<file path="config.mk">
export PLATFORM = sky130hd
export DESIGN_NAME = strict_priority_ready_queue_scheduler_top
export DESIGN_NICKNAME = d
export VERILOG_FILES = /design/src/spq_pkg.sv /design/src/strict_priority_ready_queue_scheduler_top.sv /design/src/spq_ram.sv
export VERILOG_INCLUDE_DIRS = /design/src /design/src/src
export SDC_FILE = /design/constraint.sdc
export NUM_CORES = 1
export LEC_CHECK = 0
export ABC_AREA = 0
export BUFFER_PORTS_ARGS = -buffer_cell sky130_fd_sc_hd__buf_4
export CORE_MARGIN = 5
export CORE_UTILIZATION = 45
export CTS_CLUSTER_SIZE = 14
export DETAILED_ROUTE_END_ITERATION = 16
export PLACE_DENSITY_LB_ADDON = 0.2
export REMOVE_ABC_BUFFERS = 1
export SLEW_MARGIN = 20
export SYNTH_ARGS = -nofsm -noshare
export SYNTH_HDL_FRONTEND = slang
export SYNTH_SLANG_ARGS = --single-unit
</file>
<file path="constraint.sdc">
create_clock -name clk -period 3.7 [get_ports clk]
set_clock_uncertainty 0.15 [all_clocks]
set_input_delay 0.555 -clock clk [delete_from_list [all_inputs] [get_ports clk]]
set_output_delay 0.555 -clock clk [all_outputs]
set_load 0.01 [all_outputs]
</file>
<file path="src/strict_priority_ready_queue_scheduler_top_assert.svh">
// Assertion macros for the strict-priority scheduler.
// Used by the top level; depends on signals named clk and rst_n in scope.
`ifndef STRICT_PRIORITY_READY_QUEUE_SCHEDULER_TOP_ASSERT_SVH
`define STRICT_PRIORITY_READY_QUEUE_SCHEDULER_TOP_ASSERT_SVH

`ifndef NO_ASSERTIONS
// same-cycle implication
`define SPQ_ASSERT_IMP(lbl, ante, cons) \
  lbl: assert property (@(posedge clk) disable iff (!rst_n) (ante) |-> (cons)) \
    else $error("spq: assertion failed");
// next-cycle implication
`define SPQ_ASSERT_NXT(lbl, ante, cons) \
  lbl: assert property (@(posedge clk) disable iff (!rst_n) (ante) |=> (cons)) \
    else $error("spq: assertion failed");
`else
`define SPQ_ASSERT_IMP(lbl, ante, cons)
`define SPQ_ASSERT_NXT(lbl, ante, cons)
`endif

`endif

</file>
<file path="src/spq_pkg.sv">
// Shared types and constants for the strict-priority scheduler.
// No dependencies.
package spq_pkg;

  localparam int NUM_PRI_DEF     = 8;
  localparam int NUM_THREADS_DEF = 16;

  localparam int TID_W    = 4;
  localparam int STATUS_W = 2;
  localparam int TS_W     = 3;

  // item kinds (in_tuser)
  localparam logic [1:0] KIND_SET_READY = 2'd0;
  localparam logic [1:0] KIND_SCHEDULE  = 2'd1;
  localparam logic [1:0] KIND_SUSPEND   = 2'd2;

  // result status codes
  localparam logic [STATUS_W-1:0] RES_OK      = 2'd0;
  localparam logic [STATUS_W-1:0] RES_DUP     = 2'd1;
  localparam logic [STATUS_W-1:0] RES_NOT_RDY = 2'd2;
  localparam logic [STATUS_W-1:0] RES_IDLE    = 2'd3;

  // thread status codes; 0..3 are wait states
  localparam logic [TS_W-1:0] TS_NEW   = 3'd4;
  localparam logic [TS_W-1:0] TS_READY = 3'd5;
  localparam logic [TS_W-1:0] TS_RUN   = 3'd6;

  typedef enum logic [2:0] {
    S_IDLE,
    S_SR_CHK,
    S_SP_CHK,
    S_SC_RQ,
    S_SC_SCAN,
    S_SC_POP,
    S_RESP
  } state_t;

  function automatic logic ts_active(input logic [TS_W-1:0] s);
    return (s == TS_READY) || (s == TS_RUN);
  endfunction

endpackage

</file>
<file path="src/strict_priority_ready_queue_scheduler_top.sv">
// Strict-priority ready-queue scheduler. One item is handled at a time; every item
// gives one result. An unused kind and an item refused at once (suspend with no
// current thread, thread id out of range) go straight to the response state;
// set_ready and any other suspend first read the thread status RAM; schedule
// first reads the status of the current thread when one exists, then scans the
// queues from index 0 upward and takes the head of the lowest non-empty queue; a
// schedule that finds every queue empty reports idle. The result waits on the
// registered reads of the thread status RAM and the queue RAM and on the queue scan,
// which looks at one priority level per cycle. The block takes the next item once the
// result moves into the output register. A result waiting in the output register does
// not block the next item from being accepted, but that item's result waits for it.
// Depends on spq_pkg, spq_ram and the assertion header.
`include "strict_priority_ready_queue_scheduler_top_assert.svh"

module strict_priority_ready_queue_scheduler_top
  import spq_pkg::*;
#(
  parameter int NUM_PRI     = NUM_PRI_DEF,
  parameter int NUM_THREADS = NUM_THREADS_DEF
) (
  input  logic        clk,
  input  logic        rst_n,
  input  logic        in_tvalid,
  output logic        in_tready,
  input  logic [15:0] in_tdata,   // thread_id[3:0], priority_req[6:4], wait_state[8:7]
  input  logic [1:0]  in_tuser,   // kind[1:0]
  output logic        out_tvalid,
  input  logic        out_tready,
  output logic [7:0]  out_tdata   // status[1:0], next_thread[5:2], next_valid[6]
);

  localparam int PW     = $clog2(NUM_PRI);
  localparam int TW     = $clog2(NUM_THREADS);
  localparam int CW     = $clog2(NUM_THREADS + 1);
  localparam int QAW    = PW + TW;
  localparam int QDEPTH = NUM_PRI * (2 ** TW);

  // input unpack
  logic [3:0]    in_tid;
  logic [2:0]    in_pri;
  logic [1:0]    in_ws;
  logic          in_acc;
  logic          tid_ok;
  logic [PW-1:0] pri_sat;

  assign in_tid  = in_tdata[3:0];
  assign in_pri  = in_tdata[6:4];
  assign in_ws   = in_tdata[8:7];
  assign in_acc  = in_tvalid && in_tready;
  assign tid_ok  = int'(in_tid) < NUM_THREADS;
  assign pri_sat = (int'(in_pri) >= NUM_PRI) ? PW'(NUM_PRI - 1) : PW'(in_pri);

  state_t state_r, state_nxt;

  logic [TW-1:0]       tid_r;
  logic [PW-1:0]       pri_r;
  logic [1:0]          ws_r;
  logic [TW-1:0]       cur_r;
  logic                cur_vld_r;
  logic [PW-1:0]       scan_r;
  logic [TW-1:0]       head_r [NUM_PRI];
  logic [TW-1:0]       tail_r [NUM_PRI];
  logic [CW-1:0]       cnt_r  [NUM_PRI];
  logic [NUM_THREADS-1:0] ts_vld_r;
  logic                rd_vld_r;
  logic [STATUS_W-1:0] res_status_r;
  logic [TW-1:0]       res_tid_r;
  logic                res_nv_r;
  logic                out_tvalid_r;
  logic [7:0]          out_tdata_r;

  // control strobes
  logic                ts_re, ts_we, pr_we;
  logic [TW-1:0]       ts_raddr, ts_waddr;
  logic [TS_W-1:0]     ts_wdata, ts_rdata, sts_rd;
  logic [PW-1:0]       pr_rdata;
  logic                push_req, push_en, push_full, pop_en, q_re;
  logic [PW-1:0]       push_pri;
  logic [TW-1:0]       push_tid, q_rdata;
  logic                res_ld, cur_ld, scan_clr, scan_inc, out_ld;
  logic [STATUS_W-1:0] res_status_nxt;
  logic [TW-1:0]       res_tid_nxt;
  logic                res_nv_nxt;

  assign sts_rd    = rd_vld_r ? ts_rdata : TS_NEW;
  assign push_full = cnt_r[push_pri] == CW'(NUM_THREADS);
  assign push_en   = push_req && !push_full;

  spq_ram #(.WIDTH(TS_W), .DEPTH(NUM_THREADS)) u_status_ram (
    .clk   (clk),
    .we    (ts_we),
    .waddr (ts_waddr),
    .wdata (ts_wdata),
    .re    (ts_re),
    .raddr (ts_raddr),
    .rdata (ts_rdata)
  );

  spq_ram #(.WIDTH(PW), .DEPTH(NUM_THREADS)) u_prio_ram (
    .clk   (clk),
    .we    (pr_we),
    .waddr (tid_r),
    .wdata (pri_r),
    .re    (ts_re),
    .raddr (ts_raddr),
    .rdata (pr_rdata)
  );

  spq_ram #(.WIDTH(TW), .DEPTH(QDEPTH)) u_queue_ram (
    .clk   (clk),
    .we    (push_en),
    .waddr ({push_pri, tail_r[push_pri]}),
    .wdata (push_tid),
    .re    (q_re),
    .raddr (QAW'({scan_r, head_r[scan_r]})),
    .rdata (q_rdata)
  );

  always_ff @(posedge clk) begin
    if (!rst_n) begin
      state_r <= S_IDLE;
    end else begin
      state_r <= state_nxt;
    end
  end

  always_comb begin
    state_nxt      = state_r;
    in_tready      = 1'b0;
    ts_re          = 1'b0;
    ts_raddr       = cur_r;
    ts_we          = 1'b0;
    ts_waddr       = cur_r;
    ts_wdata       = TS_READY;
    pr_we          = 1'b0;
    push_req       = 1'b0;
    push_pri       = pri_r;
    push_tid       = tid_r;
    pop_en         = 1'b0;
    q_re           = 1'b0;
    res_ld         = 1'b0;
    res_status_nxt = RES_OK;
    res_tid_nxt    = '0;
    res_nv_nxt     = 1'b0;
    cur_ld         = 1'b0;
    scan_clr       = 1'b0;
    scan_inc       = 1'b0;
    out_ld         = 1'b0;
    unique case (state_r)
      S_IDLE: begin
        in_tready = 1'b1;
        if (in_acc) begin
          case (in_tuser)
            KIND_SET_READY: begin
              if (tid_ok) begin
                ts_re     = 1'b1;
                ts_raddr  = TW'(in_tid);
                state_nxt = S_SR_CHK;
              end else begin
                res_ld         = 1'b1;
                res_status_nxt = RES_NOT_RDY;
                state_nxt      = S_RESP;
              end
            end
            KIND_SUSPEND: begin
              if (cur_vld_r) begin
                ts_re     = 1'b1;
                state_nxt = S_SP_CHK;
              end else begin
                res_ld         = 1'b1;
                res_status_nxt = RES_NOT_RDY;
                state_nxt      = S_RESP;
              end
            end
            KIND_SCHEDULE: begin
              scan_clr = 1'b1;
              if (cur_vld_r) begin
                ts_re     = 1'b1;
                state_nxt = S_SC_RQ;
              end else begin
                state_nxt = S_SC_SCAN;
              end
            end
            default: begin
              res_ld    = 1'b1;
              state_nxt = S_RESP;
            end
          endcase
        end
      end
      S_SR_CHK: begin
        res_ld = 1'b1;
        if (ts_active(sts_rd)) begin
          res_status_nxt = RES_DUP;
        end else begin
          ts_we    = 1'b1;
          ts_waddr = tid_r;
          pr_we    = 1'b1;
          push_req = 1'b1;
        end
        state_nxt = S_RESP;
      end
      S_SP_CHK: begin
        res_ld = 1'b1;
        if (ts_active(sts_rd)) begin
          ts_we    = 1'b1;
          ts_wdata = TS_W'(ws_r);
        end else begin
          res_status_nxt = RES_NOT_RDY;
        end
        state_nxt = S_RESP;
      end
      S_SC_RQ: begin
        // running or ready current thread goes back to the tail of its queue, if it is not full
        if (ts_active(sts_rd)) begin
          ts_we    = 1'b1;
          push_req = 1'b1;
          push_pri = pr_rdata;
          push_tid = cur_r;
        end
        state_nxt = S_SC_SCAN;
      end
      S_SC_SCAN: begin
        if (cnt_r[scan_r] != '0) begin
          pop_en    = 1'b1;
          q_re      = 1'b1;
          state_nxt = S_SC_POP;
        end else if (scan_r == PW'(NUM_PRI - 1)) begin
          res_ld         = 1'b1;
          res_status_nxt = RES_IDLE;
          state_nxt      = S_RESP;
        end else begin
          scan_inc = 1'b1;
        end
      end
      S_SC_POP: begin
        ts_we       = 1'b1;
        ts_waddr    = q_rdata;
        ts_wdata    = TS_RUN;
        cur_ld      = 1'b1;
        res_ld      = 1'b1;
        res_tid_nxt = q_rdata;
        res_nv_nxt  = 1'b1;
        state_nxt   = S_RESP;
      end
      S_RESP: begin
        if (!out_tvalid_r || out_tready) begin
          out_ld    = 1'b1;
          state_nxt = S_IDLE;
        end
      end
      default: begin
        state_nxt = S_IDLE;
      end
    endcase
  end

  // item fields and read-side bookkeeping
  always_ff @(posedge clk) begin
    if (in_acc) begin
      tid_r <= TW'(in_tid);
      pri_r <= pri_sat;
      ws_r  <= in_ws;
    end
    if (ts_re) begin
      rd_vld_r <= ts_vld_r[ts_raddr];
    end
    if (res_ld) begin
      res_status_r <= res_status_nxt;
      res_tid_r    <= res_tid_nxt;
      res_nv_r     <= res_nv_nxt;
    end
    if (out_ld) begin
      out_tdata_r <= {1'b0, res_nv_r, TID_W'(res_tid_r), res_status_r};
    end
  end

  always_ff @(posedge clk) begin
    if (!rst_n) begin
      cur_r        <= '0;
      cur_vld_r    <= 1'b0;
      scan_r       <= '0;
      ts_vld_r     <= '0;
      out_tvalid_r <= 1'b0;
      for (int i = 0; i < NUM_PRI; i++) begin
        head_r[i] <= '0;
        tail_r[i] <= '0;
        cnt_r[i]  <= '0;
      end
    end else begin
      if (cur_ld) begin
        cur_r     <= q_rdata;
        cur_vld_r <= 1'b1;
      end
      if (scan_clr) begin
        scan_r <= '0;
      end else if (scan_inc) begin
        scan_r <= scan_r + 1'b1;
      end
      if (ts_we) begin
        ts_vld_r[ts_waddr] <= 1'b1;
      end
      if (out_ld) begin
        out_tvalid_r <= 1'b1;
      end else if (out_tready) begin
        out_tvalid_r <= 1'b0;
      end
      // push and pop never fall in the same cycle
      if (push_en) begin
        tail_r[push_pri] <= (tail_r[push_pri] == TW'(NUM_THREADS - 1)) ? '0
                          : tail_r[push_pri] + 1'b1;
        cnt_r[push_pri]  <= cnt_r[push_pri] + 1'b1;
      end
      if (pop_en) begin
        head_r[scan_r] <= (head_r[scan_r] == TW'(NUM_THREADS - 1)) ? '0
                        : head_r[scan_r] + 1'b1;
        cnt_r[scan_r]  <= cnt_r[scan_r] - 1'b1;
      end
    end
  end

  assign out_tvalid = out_tvalid_r;
  assign out_tdata  = out_tdata_r;

  `SPQ_ASSERT_IMP(a_nv_ok, out_tvalid && out_tdata[6], out_tdata[1:0] == RES_OK)
  `SPQ_ASSERT_IMP(a_nv_zero, out_tvalid && !out_tdata[6], out_tdata[5:2] == 4'd0)
  `SPQ_ASSERT_NXT(a_busy, in_tvalid && in_tready, !in_tready)
  `SPQ_ASSERT_IMP(a_cur_run, state_r == S_RESP && res_nv_r, cur_vld_r && cur_r == res_tid_r)

endmodule

</file>
<file path="src/spq_ram.sv">
// Generic single-write, single-read RAM with registered read data.
// No dependencies.
module spq_ram #(
  parameter int WIDTH = 8,
  parameter int DEPTH = 16
) (
  input  logic                     clk,
  input  logic                     we,
  input  logic [$clog2(DEPTH)-1:0] waddr,
  input  logic [WIDTH-1:0]         wdata,
  input  logic                     re,
  input  logic [$clog2(DEPTH)-1:0] raddr,
  output logic [WIDTH-1:0]         rdata
);

  logic [WIDTH-1:0] mem [DEPTH];
  logic [WIDTH-1:0] rdata_r;

  always_ff @(posedge clk) begin
    if (we) begin
      mem[waddr] <= wdata;
    end
    if (re) begin
      rdata_r <= mem[raddr];
    end
  end

  assign rdata = rdata_r;

endmodule

</file>
=== Word-level counts from Yosys, hierarchy flattened ===
Memories as Yosys holds them, arrays and structs flattened. A register that Yosys moved wholly into a read port is not among the register bits.
Cells that the tools add are included.

* Equal/unequal tests: 17
* Order comparisons: 3
* Multiplexer cells: 90
* Reduce and logical (&&, ||, !) cells: 21
* $add $sub $neg: 5
* Bitwise operators: 2

{| class="wikitable"
|+ Operators with widths
! cell !! number
|-
| two-way mux 3 bit || 18
|-
| two-way mux 1 bit || 43
|-
| two-way mux 4 bit || 9
|-
| equality test 3 bit (second input constant) || 6
|-
| OR 16 bit || 1
|-
| case mux 3 bit (5 select lines) || 1
|-
| two-way mux 2 bit || 6
|-
| less-than comparator 4 x 5 -> 1 bit (second input constant) || 2
|-
| two-way mux 5 bit || 2
|-
| OR reduction 5 bit || 2
|-
| case mux 3 bit (3 select lines) || 1
|-
| adder 4 x 1 -> 4 bit (second input constant) || 2
|-
| equality test 4 bit (second input constant) || 2
|-
| case mux 2 bit (4 select lines) || 1
|-
| case mux 4 bit (2 select lines) || 1
|-
| OR reduction 2 bit || 4
|-
| OR reduction 4 bit || 2
|-
| equality test 3 x 2 -> 1 bit (second input constant) || 2
|-
| case mux 1 bit (2 select lines) || 3
|-
| case mux 1 bit (3 select lines) || 2
|-
| case mux 3 bit (2 select lines) || 1
|-
| adder 5 x 1 -> 5 bit (second input constant) || 1
|-
| equality test 5 bit (second input constant) || 1
|-
| nonzero test 5 bit || 1
|-
| other kinds (19) || 24
|}

* Flip-flop bits (word level): 52
* Output and inout bits: 10
* Logic and storage cells: 158
* Memories kept: 6
* Memory bits (writable): 712

{| class="wikitable"
|+ Memory list
! name !! words !! bits a word !! read ports !! clocked after Yosys merged registers in !! write ports !! line !! source
|-
| u_queue_ram.mem || 128 || 4 || 1 || 1 || 1 || spq_ram.sv:16 || <nowiki>logic [WIDTH-1:0] mem [DEPTH];</nowiki>
|-
| u_prio_ram.mem || 16 || 3 || 1 || 1 || 1 || spq_ram.sv:16 ||
|-
| u_status_ram.mem || 16 || 3 || 1 || 1 || 1 || spq_ram.sv:16 ||
|-
| cnt_r || 8 || 5 || 2 || 1 || 8 || strict_priority_ready_queue_scheduler_top.sv:63 || <nowiki>logic [CW-1:0] cnt_r [NUM_PRI];</nowiki>
|-
| head_r || 8 || 4 || 1 || 1 || 8 || strict_priority_ready_queue_scheduler_top.sv:61 || <nowiki>logic [TW-1:0] head_r [NUM_PRI];</nowiki>
|-
| tail_r || 8 || 4 || 1 || 0 || 8 || strict_priority_ready_queue_scheduler_top.sv:62 || <nowiki>logic [TW-1:0] tail_r [NUM_PRI];</nowiki>
|}

=== Longest topological paths before layout ===
Gate-level depths: netlist of run 1.
An unclocked memory read counts as a cell.

* Depth in word-level cells: 15
* Gate-level depth with buffers: 16
* Gate-level depth less buffers: 11

=== Cells and area by module ===
From an unflattened synthesis of run 1, not the netlist that was laid out.

* Cell total of the unflattened synthesis: 1916
* Area total of the unflattened synthesis: 32925.3 um2

{| class="wikitable"
|+ Modules (own cells, without submodules)
! module !! sequential area each (um2) !! cells an instance !! area an instance (um2) !! instances
|-
| spq_ram (u_queue_ram) || 15494.9 || 908 || 20233.2 || 1
|-
| strict_priority_ready_queue_scheduler_top || 4464.3 || 802 || 8608.3 || 1
|-
| spq_ram (u_prio_ram ...) || 1531.5 || 103 || 2042.0 || 2
|}

=== Worst setup path after synthesis of run 1 ===
Ideal clock, no wire load.

* Path type: reg2reg
* From: reg pri_r[2]
* To: mem u_queue_ram.mem[60][0] (netlist bit), enable pin
* Period minus slack after synthesis: 4.052 ns
* Required time: 3.189 ns
* Library setup time: 0.361 ns
* Buffers on the path: 5
* Cell stages (with the launch flop): 15
* Arrival: 3.540 ns
* Setup slack: -0.352 ns
* Cell sequence: edfxtp_1 > clkbuf_1 > clkbuf_1 > nor2_1 > mux2i_1 > buf_4 > o22ai_1 > or3_1 > ha_1 > and4_1 > a31o_2 > or3_1 > clkbuf_1 > buf_2 > nor3_1

* Word-level cells in the longest chain between the ends: 8
* Elaborated cells between the ends (all ways): 9

{| class="wikitable"
|+ Ends and longest elaborated chain
! item !! line !! source
|-
| from (decl) || strict_priority_ready_queue_scheduler_top.sv:56 || <nowiki>logic [PW-1:0] pri_r;</nowiki>
|-
| from (signal assigned) || strict_priority_ready_queue_scheduler_top.sv:262 || <nowiki>pri_r <= pri_sat;</nowiki>
|-
| two-way mux 3 bit || strict_priority_ready_queue_scheduler_top.sv:215 || <nowiki>if (ts_active(sts_rd)) begin</nowiki>
|-
| two-way mux 3 bit (*) || strict_priority_ready_queue_scheduler_top.sv:149 || <nowiki>unique case (state_r)</nowiki>
|-
| memory read (8 x 5 bit) || n/a ||
|-
| equality test 5 bit || strict_priority_ready_queue_scheduler_top.sv:86 || <nowiki>assign push_full = cnt_r[push_pri] == CW'(NUM_THREADS);</nowiki>
|-
| logical NOT 1 bit || strict_priority_ready_queue_scheduler_top.sv:87 || <nowiki>assign push_en = push_req && !push_full;</nowiki>
|-
| logical AND 1 bit || strict_priority_ready_queue_scheduler_top.sv:87 ||
|-
| two-way mux 1 bit || spq_ram.sv:20 || <nowiki>if (we) begin</nowiki>
|-
| two-way mux 1 bit (not written as such) || spq_ram.sv:21 || <nowiki>mem[waddr] <= wdata;</nowiki>
|-
| to (decl) || spq_ram.sv:16 ||
|}

Every way passes the cells marked *; elsewhere a longest branch is shown, timed or not.

=== Worst setup path after layout of run 1 ===
* From: reg u_prio_ram.rdata_r[0], in the netlist u_prio_ram.rdata[0] (read register of u_prio_ram.mem)
* To: mem u_queue_ram.mem[29][0] (netlist bit), enable pin

* Word-level cells in the longest chain between the ends: 8
* Elaborated cells between the ends (all ways): 9

{| class="wikitable"
|+ Ends and longest elaborated chain
! item !! line !! source
|-
| from (decl) || spq_ram.sv:17 || <nowiki>logic [WIDTH-1:0] rdata_r;</nowiki>
|-
| two-way mux 3 bit (*) || strict_priority_ready_queue_scheduler_top.sv:215 ||
|-
| two-way mux 3 bit (*) || strict_priority_ready_queue_scheduler_top.sv:149 ||
|-
| memory read (8 x 5 bit) || n/a ||
|-
| equality test 5 bit || strict_priority_ready_queue_scheduler_top.sv:86 ||
|-
| logical NOT 1 bit || strict_priority_ready_queue_scheduler_top.sv:87 ||
|-
| logical AND 1 bit || strict_priority_ready_queue_scheduler_top.sv:87 ||
|-
| two-way mux 1 bit || spq_ram.sv:20 ||
|-
| two-way mux 1 bit (not written as such) || spq_ram.sv:21 ||
|}

Marks and branches as above.

==> impl_metrics.env, run 1 <==
export IMPL_clockBufferDepth=3
export IMPL_met1_length_um=38700
export IMPL_p_per_area_mw_per_mm2=535
export IMPL_num_io_pins=32
export IMPL_synth_area_mm2=0.0334
export IMPL_finalHoldViolations=0
export IMPL_syn_to_final_growth_pct=24.1
export IMPL_synth_top_cell_area_share=0.670
export IMPL_drive_gt1_frac=0.254
export IMPL_grt_overflow_total=0
export IMPL_gp_congestion=0.904
export IMPL_std_cell_rows=100
export IMPL_portBuffers=23
export IMPL_die_height_um=283
export IMPL_switchingPower_mw=5.81
export IMPL_start_util=0.451
export IMPL_drt_iter0_drc=2302
export IMPL_postSynthCellCount=2565
export IMPL_place_inst=3697
export IMPL_antenna_found_initial=1
export IMPL_path_clk_slew_ns=0.06
export IMPL_viasPerCell=5.84
export IMPL_maxSlewHeadroom=0.348
export IMPL_drv_cap=0
export IMPL_period_share=1.02
export IMPL_routed_top_layer="met4"
export IMPL_yosysWarnings=0
export IMPL_comb_power_share=0.162
export IMPL_wl_met2_um=44100
export IMPL_dieWidth_um=283
export IMPL_cts_root_buf="clkbuf_16"
export IMPL_routedWlPerCell_um=23.8
export IMPL_insertion_delay_ns=0.63
export IMPL_final_util=0.560
export IMPL_rsz0062_at_grt="true"
export IMPL_diodes=0
export IMPL_final_max_slew_viol_count=0
export IMPL_sequentialPowerShare=0.458
export IMPL_end_kind="flop"
export IMPL_drc_errors=0
export IMPL_switching_share=0.262
export IMPL_finalNetCount=2893
export IMPL_cp_start_kind="flop"
export IMPL_grt_max_degree=160
export IMPL_clkPwrFrac=0.381
export IMPL_fin_crit_ns=3.76
export IMPL_wl_um=92500
export IMPL_path_class="flop to flop"
export IMPL_cts_tree="done"
export IMPL_critPathArrivalTime_ns=3.95
export IMPL_vias=22707
export IMPL_failed_checks="setup timing"
export IMPL_cts_buffers=82
export IMPL_async_reset_ff_frac=0
export IMPL_vdd_ir_drop_max_mv=0.300
export IMPL_ant_nets=0
export IMPL_fill_cells=5934
export IMPL_grt_total_usage=0.224
export IMPL_intPower_mw=16.4
export IMPL_synth_area_top_cells="edfxtp_1 67%, nand2_1 5.4%, mux4_2 3.2%, nor2_1 3.1%, mux2i_1 3.0%"
export IMPL_multiInputGateArea_mm2=0.0109
export IMPL_grt_pass1_wl_um=137000
export IMPL_hp_class="primary input to flop"
export IMPL_hpwlAfterDp_um=59500
export IMPL_cp_max_fo=25
export IMPL_p_leak_nw=14.2
export IMPL_grt_pass1_vias=22419
export IMPL_finalPower_mw=22.2
export IMPL_yosysUniqueCellTypes=85
export IMPL_cp_required_ns=3.88
export IMPL_yosys_register_bits=777
export IMPL_first_pass_iters=6
export IMPL_setup_ws_ns=-0.0645
export IMPL_synth_seq_area_share=0.689
export IMPL_dieArea_mm2=0.0798
export IMPL_setup_viol_count_final=92
export IMPL_htree_num_levels=3
export IMPL_finalNonFillerCells=3889
export IMPL_synth_area_per_cell_um2=13.0
export IMPL_layout_area_seq_mm2=0.0230
export IMPL_synth_edf_count=746
export IMPL_ys_flop_type="edfxtp_1"
export IMPL_tightest_slew_ns=0.971
export IMPL_core_area_mm2=0.0741
export IMPL_cts_sinks=777
export IMPL_yosysTopAreaCell="edfxtp_1"
export IMPL_fmax_mhz=266
export IMPL_dr_wl_met3_um=7120
export IMPL_status="complete, but fails checks"
metrics by stage:
stage / setup slack, ns / TNS (ns) / area [um2] / hold slack, ns
final: -0.0645 / -2.87 / 41500 / 0.113
after global routing: -0.126 / -18.63 / 41500 / 0.138
after floorplan: -13.54 / -1621.10 / 32800 / 0.250
after CTS: -0.0241 / -0.0931 / 40400 / 0.0893
after global placement: -0.226 / -41.81 / 36900 / 0.251
after detailed placement: -0.293 / -77.20 / 36900 / 0.255
repair_timing:
item | in CTS | in global routing
buffers inserted | 4 | 23
hold buffers | 9 | 0
setup endpoints to repair | 549 | 553
pin swaps | 6 | 67
gates cloned | 4 | 6
gates resized for setup | 127 | 189
hold endpoints to repair | 9 | 0
flip-flops by register name (all words and copies together) (netlist names), 2 cells and up, named ones only:
name                flops
out_tdata               7
u_status_ram.mem       48
res_tid_r               4
tid_r                   4
tail_r                 32
u_status_ram.rdata      3
u_prio_ram.mem         48
res_status_r            2
ts_vld_r               16
ws_r                    2
state_r                 3
u_queue_ram.mem       512
head_r                 32
pri_r                   3
cur_r                   4
scan_r                  3
u_queue_ram.rdata       4
u_prio_ram.rdata        3
cnt_r                  40
cells in the final DEF, fill, tap and decap left out, types with 52 or more instances in the layout:
cell	count
buf_4	271
edfxtp_1	746
clkbuf_16	87
nand4_1	58
mux2i_1	94
a31oi_1	52
nor2_4	75
nand3_1	150
nand2_1	475
nor2_1	174
final cells by class:
cell class              instances  area share
inverters                      28     0.00317
clock buffers                 100      0.0526
flip-flops and latches        777       0.555
repair inverters                1    0.000211
well taps                     969      0.0292
clock inverters                46      0.0138
multi-input cells            1604       0.262
repair buffers                364      0.0835
layer usage:
layer	vias up	global-route usage
met5	-	0
met4	0	0.0685
met3	171	0.0372
met2	957	0.363
met1	11357	0.316
li1	10222	-
critical path, cell delays in order, from the launching register on:
cell	delay [ns]
edfxtp_1	0.36
buf_4	0.32
nand2_1	0.14
buf_4	0.18
or2_2	0.28
mux2i_2	0.42
a21oi_1	0.16
and4_4	0.23
a31o_4	0.25
or3_4	0.48
buf_12	0.21
nor3_4	0.14
buf_6	0.14
synth_stat cells (13+ instances only):
library cell / number
nand2_1: 485
nor2_1: 272
inv_1: 26
nand3_1: 157
o21a_1: 25
a32oi_1: 27
clkbuf_1: 110
mux2i_1: 100
o21ai_0: 21
mux4_2: 48
nor2b_1: 24
a31oi_1: 52
a21oi_1: 22
buf_2: 28
edfxtp_1: 746
a222oi_1: 16
nand4_1: 58
a211oi_1: 15
and3_1: 23
buf_1: 14
o22ai_1: 13
nand2b_1: 18
nor3_1: 54
ha_1: 13
dfxtp_1: 31
or3_1: 16
final timing paths:
| kind | slack (ns) | depth (start not counted) | endpoint | start |
|---|---|---|---|---|
| setup reg to reg | -0.06 | 12 | u_queue_ram.mem[29][0]$_DFFE_PP_ | u_prio_ram.rdata[0]$_DFFE_PP_ |
| hold reg to reg | 0.27 | 0 | out_tdata[3]$_DFFE_PP_ | res_tid_r[1]$_SDFFCE_PN0P_ |
| hold / removal | 0.11 | 3 | state_r[2]$_SDFFE_PN0P_ | in_tvalid |
| setup / recovery | -0.06 | 12 | u_queue_ram.mem[29][0]$_DFFE_PP_ | u_prio_ram.rdata[0]$_DFFE_PP_ |
logic make-up (layout without fill, tap and decap cells):
logic type / count (synthesis) / after routing / synth area share
DFF: 777 / 777 / 0.689
and+or+nand+nor: 1161 / 1161 / 0.154
other: 1 / 1 / 0.000112
xor gates and xnor gates: 9 / 9 / 0.00258
adders and majority gates: 13 / 13 / 0.00487
buffers and inverters: 184 / 539 / 0.0224
AOI/OAI and AO/OA: 264 / 264 / 0.0619
muxes: 156 / 156 / 0.0651
power by group through the flow:
stage	combinational, mW	clock (mW)	sequential, mW
after floorplan	1.65	0	10.4
after global placement	3.15	0	10.3
after detailed placement	3.20	0	10.3
after CTS	3.32	8.58	10.1
after global routing	3.81	8.97	10.2
final	3.59	8.44	10.1
(Power assumes the default switching activity.)
==> inputs of run 2 (changes only) <==
==> constraint.sdc (replaced) <==
create_clock -name clk -period 3.7 [get_ports clk]
set_clock_uncertainty 0.15 [all_clocks]
set_input_delay 0.74 -clock clk [delete_from_list [all_inputs] [get_ports clk]]
set_output_delay 0.74 -clock clk [all_outputs]
set_load 0.01 [all_outputs]
==> impl_metrics.env, run 2 (synthesis results as in run 1) <==
export IMPL_status="complete, no violations"
export IMPL_layout_common_cells="746 x edfxtp_1, 477 x nand2_1, 263 x buf_4"
export IMPL_start_util=0.451
export IMPL_grt_overflow_total=0
export IMPL_finalNonFillerCells=3847
export IMPL_gp_congestion=0.920
export IMPL_cpMaxStageDelayCell="edfxtp_1"
export IMPL_p_leak_nw=13.9
export IMPL_vdd_ir_drop_max_mv=0.353
export IMPL_fin_crit_ns=3.68
export IMPL_path_clk_slew_ns=0.06
export IMPL_core_area_mm2=0.0741
export IMPL_tightest_slew_ns=1.02
export IMPL_dieArea_mm2=0.0798
export IMPL_fin_area_mm2=0.0407
export IMPL_cpPeakStageDelay_ns=0.50
export IMPL_grt_total_usage=0.221
export IMPL_ant_nets=0
export IMPL_finalNetCount=2848
export IMPL_cp_required_ns=3.87
export IMPL_multiInputGateArea_mm2=0.0106
export IMPL_hpwlAfterDp_um=58700
export IMPL_worstHoldStart="in_tdata[7]"
export IMPL_antenna_found_initial=1
export IMPL_drv_cap=0
export IMPL_finalPower_mw=21.9
export IMPL_cts_root_buf="clkbuf_16"
export IMPL_setup_viol_count_final=0
export IMPL_timing_setup_tns_ns=0
export IMPL_largest_reg_flops=512
export IMPL_drt_iter0_drc=2275
export IMPL_min_path_cells=1
export IMPL_htree_num_levels=3
export IMPL_final_util=0.549
export IMPL_dieWidth_um=283
export IMPL_post_place_ws_ns=-0.347
export IMPL_std_cell_rows=100
export IMPL_critPathArrivalTime_ns=3.85
export IMPL_grt_pass1_wl_um=135000
export IMPL_maxSlewHeadroom=0.314
export IMPL_cts_sinks=777
export IMPL_hold_buffers=0
export IMPL_period_share=0.994
export IMPL_hp_class="primary input to flop"
export IMPL_cp_max_fo=8
export IMPL_path_class="flop to flop"
export IMPL_grt_pass1_vias=22191
export IMPL_routedWlPerCell_um=23.6
export IMPL_grt_max_degree=162
export IMPL_syn_to_final_growth_pct=21.7
export IMPL_clockBufferDepth=3
export IMPL_place_area_mm2=0.0366
export IMPL_fmax_mhz=272
export IMPL_largest_register="u_queue_ram.mem"
export IMPL_drive_gt1_frac=0.238
export IMPL_first_pass_iters=6
export IMPL_insertion_delay_ns=0.63
export IMPL_cp_start_kind="flop"
export IMPL_reg2regPathDepth=13
export IMPL_die_height_um=283
export IMPL_num_io_pins=32
export IMPL_cts_buffers=80
export IMPL_cts_tree="done"
export IMPL_finalHoldViolations=0
export IMPL_fill_cells=5988
export IMPL_portBuffers=23
export IMPL_viasPerCell=5.84
export IMPL_cp_common_cell="buf_4"
export IMPL_min_to="ws_r[0]$_DFFE_PP_"
export IMPL_layout_area_seq_mm2=0.0230
export IMPL_final_max_slew_viol_count=0
export IMPL_largestRegisters="u_queue_ram.mem (512), u_prio_ram.mem (48), u_status_ram.mem (48)"
export IMPL_layout_commonest_cell="edfxtp_1"
export IMPL_setup_ws_ns=0.0231
export IMPL_regToRegSetupSlack_ns=0.02
export IMPL_p_per_area_mw_per_mm2=538
export IMPL_drc_errors=0
export IMPL_crit_chain="buf_4, nand3b_1, buf_4, mux2_2, o221ai_1, nor3_4, ha_4, and4_4, a31o_4, or3_4, buf_12, nor2_1, buf_4"
export IMPL_r2r_end="u_queue_ram.mem[89][3]$_DFFE_PP_"
export IMPL_vias=22485
export IMPL_rsz0062_at_grt="true"
export IMPL_end_kind="flop"
export IMPL_place_inst=3672
export IMPL_wl_um=90800
export IMPL_r2r_start="pri_r[0]$_DFFE_PP_"
export IMPL_holdWs_ns=0.139
## run 2: worst max path at each step
stage | endpoint | startpoint | slack, ns
after floorplan | head_r[0][0]$_SDFFCE_PN0P_ | flop | -13.54
after global placement | u_queue_ram.mem[43][1]$_DFFE_PP_ | u_status_ram.rdata[0]$_DFFE_PP_ | -0.23
after detailed placement | u_queue_ram.mem[44][2]$_DFFE_PP_ | u_status_ram.rdata[0]$_DFFE_PP_ | -0.35
after CTS | u_queue_ram.mem[109][3]$_DFFE_PP_ | u_status_ram.rdata[1]$_DFFE_PP_ | 0.002
after global routing | u_queue_ram.mem[93][2]$_DFFE_PP_ | pri_r[0]$_DFFE_PP_ | -0.08
final | u_queue_ram.mem[89][3]$_DFFE_PP_ | pri_r[0]$_DFFE_PP_ | 0.02
## run 2: what timing repair did
item	in CTS	in global routing
resized for setup	107	137
cloned	2	3
buffers inserted	0	23
pin swaps	3	37
setup endpoints to repair	577	571
## run 2: final cells by class
class	instances	share of cell area
sequential	777	0.566
antenna	1	0.0000615
tap	969	0.0298
multi-input combinational	1604	0.261
inverter	28	0.00277
timing repair buffer	322	0.0724
clock buffer	103	0.0529
clock inverter	43	0.0146
## run 2: worst max-delay path: cells and delay by family (launching register included)
| kind | cells | cell delay [ns] |
|---|---|---|
| AND/OR/NAND/NOR | 5 | 1.01 |
| buffers and inverters | 4 | 0.71 |
| AO/OA/AOI/OAI | 2 | 0.51 |
| flip-flops | 1 | 0.50 |
| multiplexers | 1 | 0.29 |
| adder cells (fa/ha/maj) | 1 | 0.17 |
## run 2: routing by layer
layer	vias up	wire, um	global-route usage
met5	-	0	0
met4	0	2720	0.0747
met3	170	6090	0.0339
met2	863	43200	0.359
met1	11331	38700	0.310
li1	10121	-	-
## run 2: power by group
| part | total (mW) | internal [mW] | switching, mW | leakage (nW) |
|---|---|---|---|---|
| logic | 3.45 | 1.20 | 2.25 | 5.40 |
| registers | 10.2 | 10.0 | 0.119 | 7.13 |
| clock network | 8.29 | 4.92 | 3.38 | 1.33 |
| total | 21.9 | 16.2 | 5.75 | 13.9 |
==> inputs of run 3 (changes only) <==
--- a/config.mk
+++ b/config.mk
@@ -13,6 +13,7 @@
 export CTS_CLUSTER_SIZE = 14
 export DETAILED_ROUTE_END_ITERATION = 16
 export PLACE_DENSITY_LB_ADDON = 0.2
+export RECOVER_POWER = 100
 export REMOVE_ABC_BUFFERS = 1
 export SLEW_MARGIN = 20
 export SYNTH_ARGS = -nofsm -noshare
==> impl_metrics.env, run 3 (synthesis results as in run 1) <==
export IMPL_drt_iter0_drc=2098
export IMPL_hold_buffers=0
export IMPL_finalNonFillerCells=3847
export IMPL_critPathArrivalTime_ns=3.85
export IMPL_cp_required_ns=3.87
export IMPL_core_area_mm2=0.0741
export IMPL_path_class="flop to flop"
export IMPL_insertion_delay_ns=0.63
export IMPL_hpwlAfterDp_um=58700
export IMPL_period_share=0.994
export IMPL_hp_class="primary input to flop"
export IMPL_grt_max_degree=162
export IMPL_grt_pass1_vias=22191
export IMPL_largest_reg_flops=512
export IMPL_fin_crit_ns=3.68
export IMPL_cts_buffers=80
export IMPL_largest_register="u_queue_ram.mem"
export IMPL_grt_overflow_total=0
export IMPL_wl_um=90700
export IMPL_holdWs_ns=0.160
export IMPL_cts_root_buf="clkbuf_16"
export IMPL_drive_gt1_frac=0.231
export IMPL_clockBufferDepth=3
export IMPL_place_inst=3672
export IMPL_maxSlewHeadroom=0.140
export IMPL_layout_common_cells="746 x edfxtp_1, 478 x nand2_1, 234 x buf_4"
export IMPL_std_cell_rows=100
export IMPL_start_util=0.451
export IMPL_cp_start_kind="flop"
export IMPL_dieWidth_um=283
export IMPL_rsz0062_at_grt="true"
export IMPL_tightest_slew_ns=1.29
export IMPL_drv_cap=0
export IMPL_vdd_ir_drop_max_mv=0.350
export IMPL_fmax_mhz=272
export IMPL_cts_tree="done"
export IMPL_setup_viol_count_final=0
export IMPL_antenna_found_initial=1
export IMPL_drc_errors=0
export IMPL_htree_num_levels=3
export IMPL_status="complete, no violations"
export IMPL_num_io_pins=32
export IMPL_dieArea_mm2=0.0798
export IMPL_final_max_slew_viol_count=0
export IMPL_cts_sinks=777
export IMPL_finalHoldViolations=0
export IMPL_syn_to_final_growth_pct=21.4
export IMPL_portBuffers=23
export IMPL_ant_nets=0
export IMPL_end_kind="flop"
export IMPL_cp_max_fo=8
export IMPL_die_height_um=283
export IMPL_largestRegisters="u_queue_ram.mem (512), u_prio_ram.mem (48), u_status_ram.mem (48)"
export IMPL_gp_congestion=0.920
export IMPL_path_clk_slew_ns=0.06
export IMPL_p_leak_nw=13.8
export IMPL_p_per_area_mw_per_mm2=539
export IMPL_grt_total_usage=0.221
export IMPL_fill_cells=6006
export IMPL_viasPerCell=5.82
export IMPL_vias=22386
export IMPL_final_util=0.548
export IMPL_grt_pass1_wl_um=135000
export IMPL_first_pass_iters=6
export IMPL_layout_commonest_cell="edfxtp_1"
export IMPL_routedWlPerCell_um=23.6
export IMPL_finalNetCount=2848
==> run 3: power by group <==
part	total (mW)	switching [mW]	internal [mW]
Sequential	10.2	0.119	10.0
Clock	8.30	3.38	4.92
Combinational	3.42	2.25	1.17
Total	21.9	5.75	16.1
==> run 3: what timing repair did <==
action,CTS,global route
setup endpoints to repair,577,571
gates resized for setup,107,137
pin swaps,3,37
setup buffers,0,23
cloned,2,3
==> run 3: critical path: stages, from the launching register on <==
cell	delay [ns]
edfxtp_1	0.50
buf_4	0.22
nand3b_1	0.18
buf_4	0.15
mux2_2	0.29
o221ai_1	0.27
nor3_4	0.10
ha_4	0.17
and4_4	0.15
a31o_4	0.24
or3_4	0.48
buf_12	0.20
nor2_1	0.11
buf_4	0.14
==> run 3: layout make-up <==
| class | count | area [um2] | area share |
|---|---|---|---|
| Sequential cell | 777 | 23000 | 0.567 |
| Multi-Input combinational cell | 1604 | 10600 | 0.262 |
| Timing Repair Buffer | 322 | 2870 | 0.0707 |
| Clock buffer | 103 | 2150 | 0.0530 |
| Tap cell | 969 | 1210 | 0.0299 |
| Clock inverter | 43 | 593 | 0.0146 |
| Inverter | 28 | 113 | 0.00277 |
| Antenna cell | 1 | 2.50 | 0.0000617 |
==> run 3: metal layers <==
layer | vias up | track usage | wire (um)
met2 | 893 | 0.359 | 43300
met3 | 165 | 0.0339 | 6670
met1 | 11196 | 0.310 | 38100
met4 | 0 | 0.0747 | 2670
li1 | 10132 | - | -
met5 | - | 0 | 0
==> run 3: metrics by stage <==
step / setup WS [ns] / instance area (um2) / TNS [ns] / power [mW]
after floorplan: -13.54 / 32800 / -1621.10 / 12.0
after global placement: -0.227 / 36600 / -66.78 / 13.4
after detailed placement: -0.347 / 36600 / -96.86 / 13.5
after CTS: 0.00216 / 39900 / 0 / 21.8
after global routing: -0.0793 / 40600 / -7.53 / 22.6
final: 0.0214 / 40600 / 0 / 21.9
==> run 3: worst paths after layout <==
check | from | end | slack [ns] | depth (start not counted)
worst max-delay path | pri_r[0]$_DFFE_PP_ | u_queue_ram.mem[89][3]$_DFFE_PP_ | 0.02 | 13
worst max register to register | pri_r[0]$_DFFE_PP_ | u_queue_ram.mem[89][3]$_DFFE_PP_ | 0.02 | 13
worst min register to register | res_tid_r[3]$_SDFFCE_PN0P_ | out_tdata[5]$_DFFE_PP_ | 0.27 | 0
worst min-delay path | in_tdata[8] | ws_r[1]$_DFFE_PP_ | 0.16 | 1
